$ cat src/rtl/rtt_pkg.sv
// Package for the request tag tracker: field widths, codes and beat structs.
// No dependencies.
`default_nettype none

package rtt_pkg;

  localparam int TAG_COUNT_DEF = 16;

  localparam int REQ_W     = 2;
  localparam int TAG_IN_W  = 4;
  localparam int STATUS_W  = 3;
  localparam int TAG_OUT_W = 4;
  localparam int MASK_W    = 16;
  localparam int CNT_W     = 8;

  localparam logic [CNT_W-1:0] TIMEOUT_RESET = 8'd5;

  typedef enum logic [REQ_W-1:0] {
    REQ_NEW   = 2'd0,
    REQ_REPLY = 2'd1,
    REQ_TICK  = 2'd2
  } req_type_t;

  typedef enum logic [STATUS_W-1:0] {
    ST_ASSIGNED = 3'd0,
    ST_FULL     = 3'd1,
    ST_MATCH    = 3'd2,
    ST_UNKNOWN  = 3'd3,
    ST_TICK     = 3'd4
  } status_t;

  typedef struct packed {
    req_type_t             kind;
    logic [TAG_IN_W-1:0]   tag;
  } op_t;

  typedef struct packed {
    status_t               status;
    logic [TAG_OUT_W-1:0]  tag;
    logic [MASK_W-1:0]     mask;
  } result_t;

endpackage

`default_nettype wire

$ cat src/rtl/rtt_prio_enc.sv
// Lowest-set-bit priority encoder used to pick the lowest free tag.
// Depends on nothing outside this file.
`default_nettype none

module rtt_prio_enc #(
  parameter int N = 16
) (
  input  wire logic [N-1:0]         req,
  output logic                      found,
  output logic [$clog2(N)-1:0]      index
);

  localparam int IDX_W = $clog2(N);

  always_comb begin
    found = |req;
    index = '0;
    for (int i = N - 1; i >= 0; i--) begin
      if (req[i]) begin
        index = IDX_W'(i);
      end
    end
  end

endmodule

`default_nettype wire

$ cat src/rtl/rtt_table.sv
// Tag table: valid bits, countdowns and the single-pass update per beat.
// Depends on rtt_pkg and rtt_prio_enc.
`default_nettype none

module rtt_table #(
  parameter int TAG_COUNT = rtt_pkg::TAG_COUNT_DEF
) (
  input  wire logic                          clk,
  input  wire logic                          rst,
  input  wire logic                          op_valid,
  input  wire rtt_pkg::op_t                  op,
  input  wire logic [rtt_pkg::CNT_W-1:0]     timeout,
  output rtt_pkg::result_t                   res
);

  localparam int IDX_W = $clog2(TAG_COUNT);

  logic [TAG_COUNT-1:0]       valid;
  logic [TAG_COUNT-1:0]       valid_next;
  logic [rtt_pkg::CNT_W-1:0]  cnt      [TAG_COUNT];
  logic [rtt_pkg::CNT_W-1:0]  cnt_next [TAG_COUNT];
  logic [TAG_COUNT-1:0]       expired;
  logic                       free_found;
  logic [IDX_W-1:0]           free_idx;
  logic                       reply_in_range;
  logic [IDX_W-1:0]           reply_idx;

  rtt_prio_enc #(
    .N (TAG_COUNT)
  ) u_prio_enc (
    .req   (~valid),
    .found (free_found),
    .index (free_idx)
  );

  assign reply_in_range = int'(op.tag) < TAG_COUNT;
  assign reply_idx      = IDX_W'(op.tag);

  always_comb begin
    valid_next = valid;
    cnt_next   = cnt;
    expired    = '0;
    res.status = rtt_pkg::ST_TICK;
    res.tag    = '0;
    res.mask   = '0;
    case (op.kind)
      rtt_pkg::REQ_NEW: begin
        if (free_found) begin
          valid_next[free_idx] = 1'b1;
          cnt_next[free_idx]   = timeout;
          res.status           = rtt_pkg::ST_ASSIGNED;
          res.tag              = rtt_pkg::TAG_OUT_W'(free_idx);
        end else begin
          res.status = rtt_pkg::ST_FULL;
        end
      end
      rtt_pkg::REQ_REPLY: begin
        if (reply_in_range && valid[reply_idx]) begin
          valid_next[reply_idx] = 1'b0;
          cnt_next[reply_idx]   = '0;
          res.status            = rtt_pkg::ST_MATCH;
        end else begin
          res.status = rtt_pkg::ST_UNKNOWN;
        end
      end
      rtt_pkg::REQ_TICK: begin
        for (int i = 0; i < TAG_COUNT; i++) begin
          if (valid[i]) begin
            if (cnt[i] <= rtt_pkg::CNT_W'(1)) begin
              valid_next[i] = 1'b0;
              cnt_next[i]   = '0;
              expired[i]    = 1'b1;
            end else begin
              cnt_next[i] = cnt[i] - rtt_pkg::CNT_W'(1);
            end
          end
        end
        res.mask = rtt_pkg::MASK_W'(expired);
      end
      default: begin
      end
    endcase
  end

  always_ff @(posedge clk) begin
    if (rst) begin
      valid <= '0;
    end else if (op_valid) begin
      valid <= valid_next;
    end
  end

  always_ff @(posedge clk) begin
    if (op_valid) begin
      cnt <= cnt_next;
    end
  end

endmodule

`default_nettype wire

$ cat src/rtl/request_tag_tracker_with_timeout_core.sv
// Timing: a beat is registered in op/op_valid; done and res are then registered together.
// Throughput: one beat per cycle; busy is high only during reset.
// Reset: synchronous, clears all tags and loads the timeout register with 5.
// Results cannot be stalled; each stays on the ports until the next result is registered.
// Depends on rtt_pkg and rtt_table.
`default_nettype none

module request_tag_tracker_with_timeout_core #(
  parameter int TAG_COUNT = rtt_pkg::TAG_COUNT_DEF
) (
  input  wire logic                              clk,
  input  wire logic                              rst,
  input  wire logic                              start,
  output logic                                   busy,
  input  wire logic [rtt_pkg::REQ_W-1:0]         req_type,
  input  wire logic [rtt_pkg::TAG_IN_W-1:0]      reply_tag,
  output logic                                   done,
  output logic [rtt_pkg::STATUS_W-1:0]           status,
  output logic [rtt_pkg::TAG_OUT_W-1:0]          assigned_tag,
  output logic [rtt_pkg::MASK_W-1:0]             expired_mask,
  input  wire logic                              cfg_valid,
  output logic                                   cfg_ready,
  input  wire logic [rtt_pkg::CNT_W-1:0]         cfg_data
);

  logic                       op_valid;
  rtt_pkg::op_t               op;
  logic [rtt_pkg::CNT_W-1:0]  timeout;
  rtt_pkg::result_t           res_next;
  rtt_pkg::result_t           res;
  logic                       take;

  assign busy      = rst;
  assign cfg_ready = 1'b1;
  assign take      = start && !busy;

  rtt_table #(
    .TAG_COUNT (TAG_COUNT)
  ) u_table (
    .clk      (clk),
    .rst      (rst),
    .op_valid (op_valid),
    .op       (op),
    .timeout  (timeout),
    .res      (res_next)
  );

  always_ff @(posedge clk) begin
    if (rst) begin
      op_valid <= 1'b0;
      done     <= 1'b0;
      timeout  <= rtt_pkg::TIMEOUT_RESET;
    end else begin
      op_valid <= take;
      done     <= op_valid;
      if (cfg_valid && cfg_ready) begin
        timeout <= cfg_data;
      end
    end
  end

  always_ff @(posedge clk) begin
    if (take) begin
      op.kind <= rtt_pkg::req_type_t'(req_type);
      op.tag  <= reply_tag;
    end
    if (op_valid) begin
      res <= res_next;
    end
  end

  assign status       = res.status;
  assign assigned_tag = res.tag;
  assign expired_mask = res.mask;

endmodule

`default_nettype wire

$ cat config.mk
export PLATFORM = sky130hd
export DESIGN_NAME = request_tag_tracker_with_timeout_core
export DESIGN_NICKNAME = d
export VERILOG_FILES = /design/src/rtl/rtt_pkg.sv /design/src/rtl/rtt_prio_enc.sv /design/src/rtl/rtt_table.sv /design/src/rtl/request_tag_tracker_with_timeout_core.sv
export SDC_FILE = /design/constraint.sdc
export NUM_CORES = 1
export LEC_CHECK = 0
export CAP_MARGIN = 20
export CORE_MARGIN = 2
export CORE_UTILIZATION = 46
export DETAILED_ROUTE_END_ITERATION = 8
export DONT_BUFFER_PORTS = 1
export MAX_ROUTING_LAYER = met4
export PLACE_DENSITY = 0.7
export SLEW_MARGIN = 5
export SYNTH_ARGS = -nofsm -noshare
export SYNTH_HDL_FRONTEND = slang
export SYNTH_SLANG_ARGS = --single-unit
$ cat constraint.sdc
create_clock -name clk -period 3.4 [get_ports clk]
set_input_delay 0.68 -clock clk [delete_from_list [all_inputs] [get_ports clk]]
set_output_delay 0.68 -clock clk [all_outputs]
set_load 0.01 [all_outputs]
==> results of run 1 <==
[synthesized netlist by cell type, types with 4 or more instances]
cell type / instances
sky130_fd_sc_hd__o31ai_1: 15
sky130_fd_sc_hd__mux2i_1: 12
sky130_fd_sc_hd__nand2_1: 67
sky130_fd_sc_hd__nand3_1: 17
sky130_fd_sc_hd__clkbuf_1: 45
sky130_fd_sc_hd__buf_4: 7
sky130_fd_sc_hd__o21bai_1: 4
sky130_fd_sc_hd__inv_1: 65
sky130_fd_sc_hd__o22ai_1: 124
sky130_fd_sc_hd__o311ai_0: 16
sky130_fd_sc_hd__o21ai_1: 16
sky130_fd_sc_hd__nor3b_1: 42
sky130_fd_sc_hd__nor4_1: 35
sky130_fd_sc_hd__edfxtp_1: 157
sky130_fd_sc_hd__o41ai_2: 8
sky130_fd_sc_hd__or2_2: 5
sky130_fd_sc_hd__a221oi_1: 14
sky130_fd_sc_hd__a31oi_1: 6
sky130_fd_sc_hd__o2bb2ai_1: 4
sky130_fd_sc_hd__o21ai_0: 112
sky130_fd_sc_hd__nand4_1: 4
sky130_fd_sc_hd__xnor2_1: 10
sky130_fd_sc_hd__or4_4: 4
sky130_fd_sc_hd__dfxtp_1: 26
sky130_fd_sc_hd__nor2b_1: 10
sky130_fd_sc_hd__or4_1: 25
sky130_fd_sc_hd__nand2b_1: 7
sky130_fd_sc_hd__nor3_1: 58
sky130_fd_sc_hd__o211ai_1: 8
sky130_fd_sc_hd__a21oi_1: 81
sky130_fd_sc_hd__nor2_1: 93
sky130_fd_sc_hd__and4_1: 5
sky130_fd_sc_hd__or3b_2: 11
sky130_fd_sc_hd__or3_1: 17
sky130_fd_sc_hd__ha_1: 36
sky130_fd_sc_hd__o41ai_1: 4
sky130_fd_sc_hd__buf_2: 20
[layout by cell type, fill, tap and decap left out, drive strengths merged, types with 18 or more instances in the layout]
cell	netlist	final
ha	36	36
a21oi	82	82
nor4	35	35
nand2	67	67
nor2	93	93
clkbuf	46	21
or4	29	29
o31ai	18	18
nor3	58	58
inv	65	66
o21ai	128	128
o22ai	124	124
buf	32	51
edfxtp	157	157
dfxtp	26	26
nor3b	42	42
[kinds of logic after synthesis]
group	synth area share (%)
compound gates	24.6
xor+xnor	0.825
fa+ha+maj	3.86
buf+inv	5.30
flops	44.8
mux	1.70
other cells	0.0321
simple gates	18.9
[per-layer routing]
metal  GRT usage [%]  up-vias
met5               -        -
met4            10.0        0
met3            3.45       83
met2            41.0      506
met1            33.4     4971
li1                -     4863
[final timing paths]
path                         start         end  slack (ns)  cells after the start
setup / recovery  u_table.valid[0]   flip-flop        0.36                      5
hold reg to reg         timeout[2]  timeout[2]        0.48                      2
hold / removal                 rst        done        0.30                      1
setup reg to reg  u_table.valid[0]   flip-flop        0.36                      5
[worst max-delay path: stages, from the launching register on]
cell	delay (ns)
sky130_fd_sc_hd__dfxtp_1	0.59
sky130_fd_sc_hd__nand2_1	0.17
sky130_fd_sc_hd__a311oi_2	0.34
sky130_fd_sc_hd__a21oi_2	0.11
sky130_fd_sc_hd__or4b_1	0.76
sky130_fd_sc_hd__a221oi_2	0.69
[cell type report]
| cell class | instances | area, sq um |
|---|---|---|
| Sequential cell | 183 | 5240 |
| Tap cell | 330 | 413 |
| Clock buffer | 21 | 460 |
| Timing Repair Buffer | 51 | 393 |
| Inverter | 67 | 254 |
| Multi-Input combinational cell | 916 | 5830 |
| Fill cell | 2294 | 12300 |
| Clock inverter | 11 | 103 |
[report_power, final]
group / switching [mW] / internal [mW]
clock network: 0.875 / 1.05
registers: 0.0703 / 2.52
logic: 0.483 / 0.225
[metrics by stage]
step / std cells / utilization (%)
final: 1579 / 50.7
after CTS: 1578 / 50.7
after detailed placement: 1546 / 48.4
after floorplan: 1244 / -
after global placement: 1546 / 48.4
after global routing: 1579 / 50.7
==> insert_results.sql, run 1 <==
INSERT INTO impl_metrics (metric_group, metric, value, unit) VALUES
('timing', 'worst_slew_margin_relative_to_its_limit', '19.8', '%'),
('routing', 'highest_metal_used', 'met4', ''),
('global_route', 'number_of_global_route_vias_before_repair', '9589', ''),
('routing', 'drt.antenna.violating_nets', '0', ''),
('setup_path', 'setup.worst_path.end_class', 'flip-flop', ''),
('routing', 'wirelength_met1', '14200', 'microns'),
('logic_synthesis', 'synth-edff-count', '157', ''),
('global_route', 'grt_start_max_net_pins', '80', ''),
('clocking', 'cts_made_buffers', '17', ''),
('cells_and_area', 'areaGrowthSynthToFinish', '8.63', '%'),
('routing', 'detail_route.iter0.violations', '1189', ''),
('clocking', 'tritoncts', 'yes', ''),
('die', 'fp-row-count', '58', ''),
('logic_synthesis', 'yosysSeqAreaShare', '44.8', '%'),
('run', 'cap_viol_max_count', '0', ''),
('power_and_ir_drop', 'irDropWorstVdd', '0.000246', 'V'),
('logic_synthesis', 'average_instance_area_after_synthesis', '9.39', 'sq um'),
('timing', 'grt_setup_unrepaired', 'false', ''),
('global_route', 'grt_first_pass_wirelength', '52200', 'microns'),
('worst_hold_path', 'min-delay-path-class', 'primary input to flip-flop', ''),
('timing', 'final-hold-violation-count', '0', ''),
('clocking', 'cts-htree-levels', '4', ''),
('clocking', 'cts.hold.buffers_added', '0', ''),
('power_and_ir_drop', 'design_power_total', '5.22', 'mW'),
('routing', 'drcViolationCount', '0', ''),
('routing', 'drt_wl_total', '33000', 'microns'),
('logic_synthesis', 'ys_top_cells_by_area', 'sky130_fd_sc_hd__edfxtp_1 40%, sky130_fd_sc_hd__o22ai_1 6.6%, sky130_fd_sc_hd__o21ai_0 4.8%', ''),
('clocking', 'cts_repair_resize_count', '0', ''),
('setup_path', 'critPathRequiredTime', '3.47', 'ns'),
('setup_path', 'startpoint_type', 'flip-flop', ''),
('timing', 'setup_ws', '0.360', 'ns'),
('cells_and_area', 'post-route-cell-area', '12700', 'sq um'),
('routing', 'wl_met2', '15600', 'microns'),
('die', 'die-area', '26700', 'sq um'),
('routing', 'route.vias.total', '10400', ''),
('timing', 'final_min_period_over_clock_period', '89.4', '%'),
('logic_synthesis', 'synth_top_cell_area_share', '40.4', '%'),
('setup_path', 'critical_path_class', 'flip-flop to flip-flop', ''),
('cells_and_area', 'final_antenna_diode_count', '0', ''),
('logic_synthesis', 'yosys_warnings', '0', ''),
('logic_synthesis', 'post_synth_instance_area', '11700', 'sq um'),
('die', 'core', '25000', 'sq um'),
('placement', 'routabilityCongestion', '1.00', ''),
('run_status', 'run_status', 'finished, final reports clean', ''),
('logic_synthesis', 'ys.flop_type', 'sky130_fd_sc_hd__edfxtp_1', ''),
('clocking', 'clkSlewWorstSetupHoldPaths', '0.07', 'ns'),
('timing', 'worst_hold_margin', '0.305', 'ns'),
('die', 'die_width', '163', 'microns'),
('cells_and_area', 'post_route_cells_drive_above_1_share', '10.2', '%'),
('logic_synthesis', 'postSynthNetCount', '1298', ''),
('placement', 'detailed_place_hpwl', '21700', 'microns'),
('timing', 'timing.clock.skew', '0.0125', 'ns'),
('logic_synthesis', 'synthArstFlopShare', '0', '%'),
('clocking', 'cts_root_buffer', 'sky130_fd_sc_hd__clkbuf_16', ''),
('die', 'ios', '44', ''),
('timing', 'fmax', '0.329', 'GHz'),
('logic_synthesis', 'synthesis.instances', '1244', ''),
('clocking', 'clock_tree.buffer_depth', '2', ''),
('global_route', 'aggregate_global_routing_overflow', '0', ''),
('global_route', 'antenna_found_initial', '0', ''),
('timing', 'timing_worst_slew_pin_value', '1.20', 'ns'),
('logic_synthesis', 'synth_largest_area_cell', 'sky130_fd_sc_hd__edfxtp_1', ''),
('placement', 'buffer_ports.inserted', '0', ''),
('clocking', 'cts_num_sinks', '183', ''),
('die', 'start_util', '46.7', '%'),
('timing', 'timing_max_transition_violations_final', '0', ''),
('die', 'die_y', '163', 'microns'),
('routing', 'firstDrtPassIters', '6', ''),
('routing', 'met3WireLength', '2210', 'microns'),
('power_and_ir_drop', 'static-leakage-power', '3.95', 'nW'),
('placement', 'dpl-instance-area', '12100', 'sq um');
Note: power is estimated with default switching activity, not from simulation.
==> inputs of run 2 (changes only) <==
Settings changed: PLACE_DENSITY 0.7 to 0.72.
Clock period 3.4 ns to 2.7 ns, I/O delays scaled along.
==> insert_results.sql, run 2 (same netlist as run 1, synthesis figures left out) <==
INSERT INTO impl_metrics (metric_group, metric, value, unit) VALUES
('run_status', 'run_status', 'finished, final reports clean', ''),
('clocking', 'cts.hold.buffers_added', '0', ''),
('setup_path', 'startpoint_type', 'flip-flop', ''),
('global_route', 'grt_start_max_net_pins', '60', ''),
('clocking', 'clock_latency', '0.44', 'ns'),
('clocking', 'tritoncts', 'yes', ''),
('clocking', 'cts_repair_resize_count', '9', ''),
('timing', 'fmax', '0.384', 'GHz'),
('cells_and_area', 'final_common_cell', 'sky130_fd_sc_hd__edfxtp_1', ''),
('die', 'fp-row-count', '58', ''),
('die', 'die_width', '163', 'microns'),
('cells_and_area', 'layoutNonFillerInstCount', '1641', ''),
('placement', 'routabilityCongestion', '1.00', ''),
('worst_hold_path', 'holdCritStartpoint', 'rst', ''),
('routing', 'route.vias.total', '10600', ''),
('worst_hold_path', 'holdPathStages', '1', ''),
('clocking', 'cts_root_buffer', 'sky130_fd_sc_hd__clkbuf_16', ''),
('placement', 'detailed_place_hpwl', '22400', 'microns'),
('routing', 'drt_wl_total', '33400', 'microns'),
('power_and_ir_drop', 'design_power_total', '6.54', 'mW'),
('setup_path', 'timing.critical_path.slowest_stage_cell', 'sky130_fd_sc_hd__mux4_2', ''),
('setup_path', 'timing.reg2reg.worst_path_depth', '7', ''),
('placement', 'dp.cells', '1605', ''),
('cells_and_area', 'post_route_cells_drive_above_1_share', '14.7', '%'),
('timing', 'timing_max_transition_violations_final', '0', ''),
('setup_path', 'setup.worst_path.end_class', 'flip-flop', ''),
('routing', 'routed_via_density', '6.45', ''),
('routing', 'detail_route.iter0.violations', '1122', ''),
('die', 'ios', '44', ''),
('routing', 'routed_length_per_instance', '20.4', 'microns'),
('routing', 'drcViolationCount', '0', ''),
('global_route', 'number_of_global_route_vias_before_repair', '9932', ''),
('setup_path', 'critPathRequiredTime', '2.90', 'ns'),
('timing', 'worst_hold_margin', '0.160', 'ns'),
('clocking', 'cts_made_buffers', '17', ''),
('clocking', 'cts_num_sinks', '183', ''),
('clocking', 'cts_post_setup_buffers_inserted', '0', ''),
('setup_path', 'cp.arrival', '2.81', 'ns'),
('timing', 'worst_slew_margin_relative_to_its_limit', '49.4', '%'),
('setup_path', 'path_cells', 'mux4_2 -> mux2_2 -> a211oi_2 -> or2_4 -> buf_6 -> a221oi_1 -> buf_4', ''),
('routing', 'drt.antenna.violating_nets', '0', ''),
('cells_and_area', 'layout.cells.most_common_list', '157 x sky130_fd_sc_hd__edfxtp_1, 124 x sky130_fd_sc_hd__o22ai_1, 112 x sky130_fd_sc_hd__o21ai_0', ''),
('worst_hold_path', 'min-delay-path-class', 'primary input to flip-flop', ''),
('placement', 'buffer_ports.inserted', '0', ''),
('timing', 'timing_worst_slew_pin_value', '0.760', 'ns'),
('clocking', 'clkSlewWorstSetupHoldPaths', '0.07', 'ns'),
('cells_and_area', 'design.final.nets', '1348', ''),
('die', 'start_util', '46.7', '%'),
('global_route', 'grt_first_pass_wirelength', '52600', 'microns'),
('timing', 'final-hold-violation-count', '0', ''),
('worst_hold_path', 'holdPathEnd', 'done', ''),
('timing', 'timing.clock.skew', '0.0130', 'ns'),
('setup_path', 'critical_path.reg2reg.startpoint', 'op[0]', ''),
('global_route', 'antenna_found_initial', '4', ''),
('run', 'cap_viol_max_count', '0', ''),
('die', 'die-area', '26700', 'sq um'),
('power_and_ir_drop', 'irDropWorstVdd', '0.000350', 'V'),
('die', 'core', '25000', 'sq um'),
('setup_path', 'critical_path_class', 'flip-flop to flip-flop', ''),
('timing', 'min_period', '2.60', 'ns'),
('global_route', 'aggregate_global_routing_overflow', '0', ''),
('routing', 'firstDrtPassIters', '6', ''),
('setup_path', 'critPathMaxStageDelay', '0.53', 'ns'),
('clocking', 'cts-htree-levels', '4', ''),
('timing', 'grt_setup_unrepaired', 'false', ''),
('timing', 'report.final.setup_viol', '0', ''),
('setup_path', 'reg2reg_setup_slack', '0.1', 'ns'),
('cells_and_area', 'areaGrowthSynthToFinish', '13.3', '%'),
('clocking', 'clock_tree.buffer_depth', '2', ''),
('global_route', 'grt.total_usage', '26.0', '%'),
('power_and_ir_drop', 'static-leakage-power', '4.25', 'nW'),
('setup_path', 'worstPathMaxFanout', '13', ''),
('timing', 'final_min_period_over_clock_period', '96.3', '%'),
('power_and_ir_drop', 'areal_power_density_over_the_cells', '495', 'nW/um^2'),
('die', 'die_y', '163', 'microns'),
('timing', 'total_negative_setup_slack', '0', 'ns');
-- run 2: worst max-delay path by stage --
stage	from	end	slack, ns	depth (start not counted)
CTS	op[3]	flip-flop	0.02	6
global placement	op[3]	flip-flop	-0.12	5
floorplan	op_valid	flip-flop	-0.23	6
global route	op[0]	flip-flop	0.03	7
finish	op[0]	flip-flop	0.1	7
detailed placement	op[3]	flip-flop	-0.19	5
-- run 2: critical path, delay by kind of cell, from the launching register on --
family	cells	cell delay, ns
multiplexers	2	0.82
buffers and inverters	2	0.46
flip-flops	1	0.49
AND/OR/NAND/NOR	1	0.24
AO/OA/AOI/OAI	2	0.35
-- run 2: per-layer routing --
metal	routed length, microns	track usage, %
met1	13900	33.4
met2	15800	40.9
met3	2820	5.21
met4	859	9.73
met5	0	-
-- run 2: power breakdown --
part | switching [mW] | leakage [nW] | internal, mW
combinational | 0.645 | 2.32 | 0.327
clock | 1.13 | 0.261 | 1.19
sequential | 0.0813 | 1.66 | 3.17
total | 1.85 | 4.25 | 4.69
-- run 2: through the flow --
stage	util, %	area, sq um	setup WS (ns)
after global placement	50.3	12600	-0.124
after CTS	52.8	13200	0.0240
final	52.9	13200	0.0992
after floorplan	-	11700	-0.232
after detailed placement	50.3	12600	-0.185
after global routing	52.9	13200	0.0260
-- run 2: final cells by class --
type / instances / area [sq um]
Antenna cell: 4 / 10.0
Clock buffer: 19 / 433
Clock inverter: 13 / 98.8
Fill cell: 2248 / 11800
Inverter: 67 / 254
Multi-Input combinational cell: 916 / 5950
Sequential cell: 183 / 5240
Tap cell: 330 / 413
Timing Repair Buffer: 109 / 835
==> inputs of run 3 (changes only) <==
Settings changed: CELL_PAD_IN_SITES_DETAIL_PLACEMENT set to 2, CELL_PAD_IN_SITES_GLOBAL_PLACEMENT set to 2, CORE_UTILIZATION 46 to 38, CTS_CLUSTER_DIAMETER set to 50, PLACE_DENSITY 0.72 to 0.87.
==> insert_results.sql, run 3 (same netlist as run 1, synthesis figures left out) <==
INSERT INTO impl_metrics (metric_group, metric, value, unit) VALUES
('run_status', 'run_status', 'finished with violations', ''),
('run_status', 'failed_checks', 'setup timing', ''),
('clocking', 'cts-htree-levels', '4', ''),
('setup_path', 'critPathRequiredTime', '2.87', 'ns'),
('global_route', 'grt.total_usage', '33.0', '%'),
('die', 'ios', '44', ''),
('die', 'die_y', '179', 'microns'),
('power_and_ir_drop', 'combPwrFrac', '16.5', '%'),
('setup_path', 'startpoint_type', 'flip-flop', ''),
('power_and_ir_drop', 'clkPwrFrac', '37.4', '%'),
('global_route', 'grt_start_max_net_pins', '45', ''),
('cells_and_area', 'areaGrowthSynthToFinish', '17.6', '%'),
('die', 'fp-row-count', '64', ''),
('routing', 'firstDrtPassIters', '5', ''),
('timing', 'total_negative_setup_slack', '-0.496', 'ns'),
('clocking', 'cts_made_buffers', '17', ''),
('power_and_ir_drop', 'p_int', '4.78', 'mW'),
('global_route', 'antenna_found_initial', '0', ''),
('timing', 'timing_max_transition_violations_final', '0', ''),
('power_and_ir_drop', 'swShare', '32.4', '%'),
('clocking', 'clock_tree.buffer_depth', '2', ''),
('timing', 'setup_ws', '-0.0657', 'ns'),
('die', 'core', '30400', 'sq um'),
('setup_path', 'cp.arrival', '2.94', 'ns'),
('timing', 'timing_worst_slew_pin_value', '0.790', 'ns'),
('placement', 'routabilityCongestion', '0.903', ''),
('cells_and_area', 'post_route_cells_drive_above_1_share', '18.2', '%'),
('timing', 'timing.clock.skew', '0.0191', 'ns'),
('global_route', 'number_of_global_route_vias_before_repair', '12700', ''),
('placement', 'buffer_ports.inserted', '0', ''),
('run', 'cap_viol_max_count', '0', ''),
('timing', 'report.final.setup_viol', '9', ''),
('worst_hold_path', 'min-delay-path-class', 'primary input to flip-flop', ''),
('power_and_ir_drop', 'design_power_total', '7.08', 'mW'),
('setup_path', 'critical_path_class', 'flip-flop to flip-flop', ''),
('clocking', 'cts.hold.buffers_added', '0', ''),
('placement', 'pre_cts_slack', '-0.420', 'ns'),
('cells_and_area', 'layout.cells.most_common_list', '157 x sky130_fd_sc_hd__edfxtp_1, 141 x sky130_fd_sc_hd__buf_4, 124 x sky130_fd_sc_hd__o22ai_1', ''),
('die', 'die-area', '32200', 'sq um'),
('global_route', 'aggregate_global_routing_overflow', '0', ''),
('clocking', 'clkSlewWorstSetupHoldPaths', '0.09', 'ns'),
('routing', 'route.vias.total', '11700', ''),
('setup_path', 'setup.worst_path.end_class', 'flip-flop', ''),
('routing', 'detail_route.iter0.violations', '886', ''),
('die', 'start_util', '38.4', '%'),
('cells_and_area', 'design.final.nets', '1385', ''),
('power_and_ir_drop', 'power_switching', '2.30', 'mW'),
('timing', 'fmax', '0.362', 'GHz'),
('power_and_ir_drop', 'irDropWorstVdd', '0.000471', 'V'),
('cells_and_area', 'layoutNonFillerInstCount', '1740', ''),
('setup_path', 'worstPathMaxFanout', '8', ''),
('clocking', 'cts_num_sinks', '183', ''),
('clocking', 'clock_latency', '0.48', 'ns'),
('placement', 'dp.cells', '1697', ''),
('timing', 'min_period', '2.77', 'ns'),
('routing', 'routed_length_per_instance', '29.9', 'microns'),
('routing', 'drt_wl_total', '52000', 'microns'),
('clocking', 'cts_root_buffer', 'sky130_fd_sc_hd__clkbuf_16', ''),
('routing', 'drcViolationCount', '0', ''),
('power_and_ir_drop', 'static-leakage-power', '4.49', 'nW'),
('cells_and_area', 'final_antenna_diode_count', '0', ''),
('power_and_ir_drop', 'areal_power_density_over_the_cells', '515', 'nW/um^2'),
('timing', 'final-hold-violation-count', '0', ''),
('cells_and_area', 'final_common_cell', 'sky130_fd_sc_hd__edfxtp_1', ''),
('die', 'die_width', '179', 'microns'),
('power_and_ir_drop', 'pwr-share-seq', '46.2', '%'),
('placement', 'detailed_place_hpwl', '32800', 'microns'),
('global_route', 'grt_first_pass_wirelength', '77500', 'microns'),
('routing', 'drt.antenna.violating_nets', '0', ''),
('routing', 'routed_via_density', '6.74', ''),
('timing', 'final_min_period_over_clock_period', '102', '%'),
('timing', 'worst_slew_margin_relative_to_its_limit', '47.0', '%'),
('clocking', 'tritoncts', 'yes', '');
-- run 3: worst paths after layout --
kind	start	to	slack, ns	cells past startpoint
max reg2reg	u_table.valid[9]	flip-flop	-0.07	7
min reg2reg	timeout[4]	timeout[4]	0.50	2
max	u_table.valid[9]	flip-flop	-0.07	7
min	rst	u_table.valid[1]	0.13	1
-- run 3: final cells by class --
class	instances	area [sq um]
Sequential cell	183	5240
Tap cell	396	495
Inverter	67	254
Timing Repair Buffer	146	1140
Multi-Input combinational cell	916	6020
Clock inverter	15	158
Clock buffer	17	425
Fill cell	3232	16700
-- run 3: power groups by stage --
stage,logic [mW],clock network [mW],registers (mW)
after floorplan,0.620,0,3.30
after global placement,0.964,0,3.32
after detailed placement,1.05,0,3.33
after CTS,1.10,2.65,3.27
after global routing,1.23,2.75,3.28
final,1.16,2.64,3.27
-- run 3: timing repair --
item,in CTS,in global routing
pin swaps,0,3
endpoints found under the setup margin,126,141
gates cloned,0,0
gates resized for setup,13,15
setup buffers,2,9
-- run 3: metrics by stage --
step / cell area (sq um) / utilization [%] / hold WS (ns)
5_1_grt: 13700 / 45.2 / 0.116
6_report: 13700 / 45.2 / 0.127
2_1_floorplan: 11700 / - / 0.441
4_1_cts: 13600 / 44.7 / 0.113
3_3_place_gp: 12900 / 42.4 / 0.461
3_5_place_dp: 12900 / 42.4 / 0.489
-- run 3: metal layers --
| layer | part of all wire (%) | global-route usage [%] | vias to the layer above |
|---|---|---|---|
| li1 | - | - | 5046 |
| met1 | 39 | 37.7 | 6015 |
| met2 | 49 | 55.5 | 484 |
| met3 | 6.1 | 6.48 | 187 |
| met4 | 5.1 | 16.0 | 0 |
| met5 | 0 | - | - |
-- run 3: worst max-delay path, stage by stage, from the launching register on --
cell and delay [ns]:
sky130_fd_sc_hd__dfxtp_1 0.47, sky130_fd_sc_hd__nand2_1 0.15, sky130_fd_sc_hd__a311oi_2 0.43, sky130_fd_sc_hd__buf_4 0.19
sky130_fd_sc_hd__a21o_1 0.24, sky130_fd_sc_hd__o2111ai_1 0.33, sky130_fd_sc_hd__a221oi_2 0.40, sky130_fd_sc_hd__buf_4 0.25
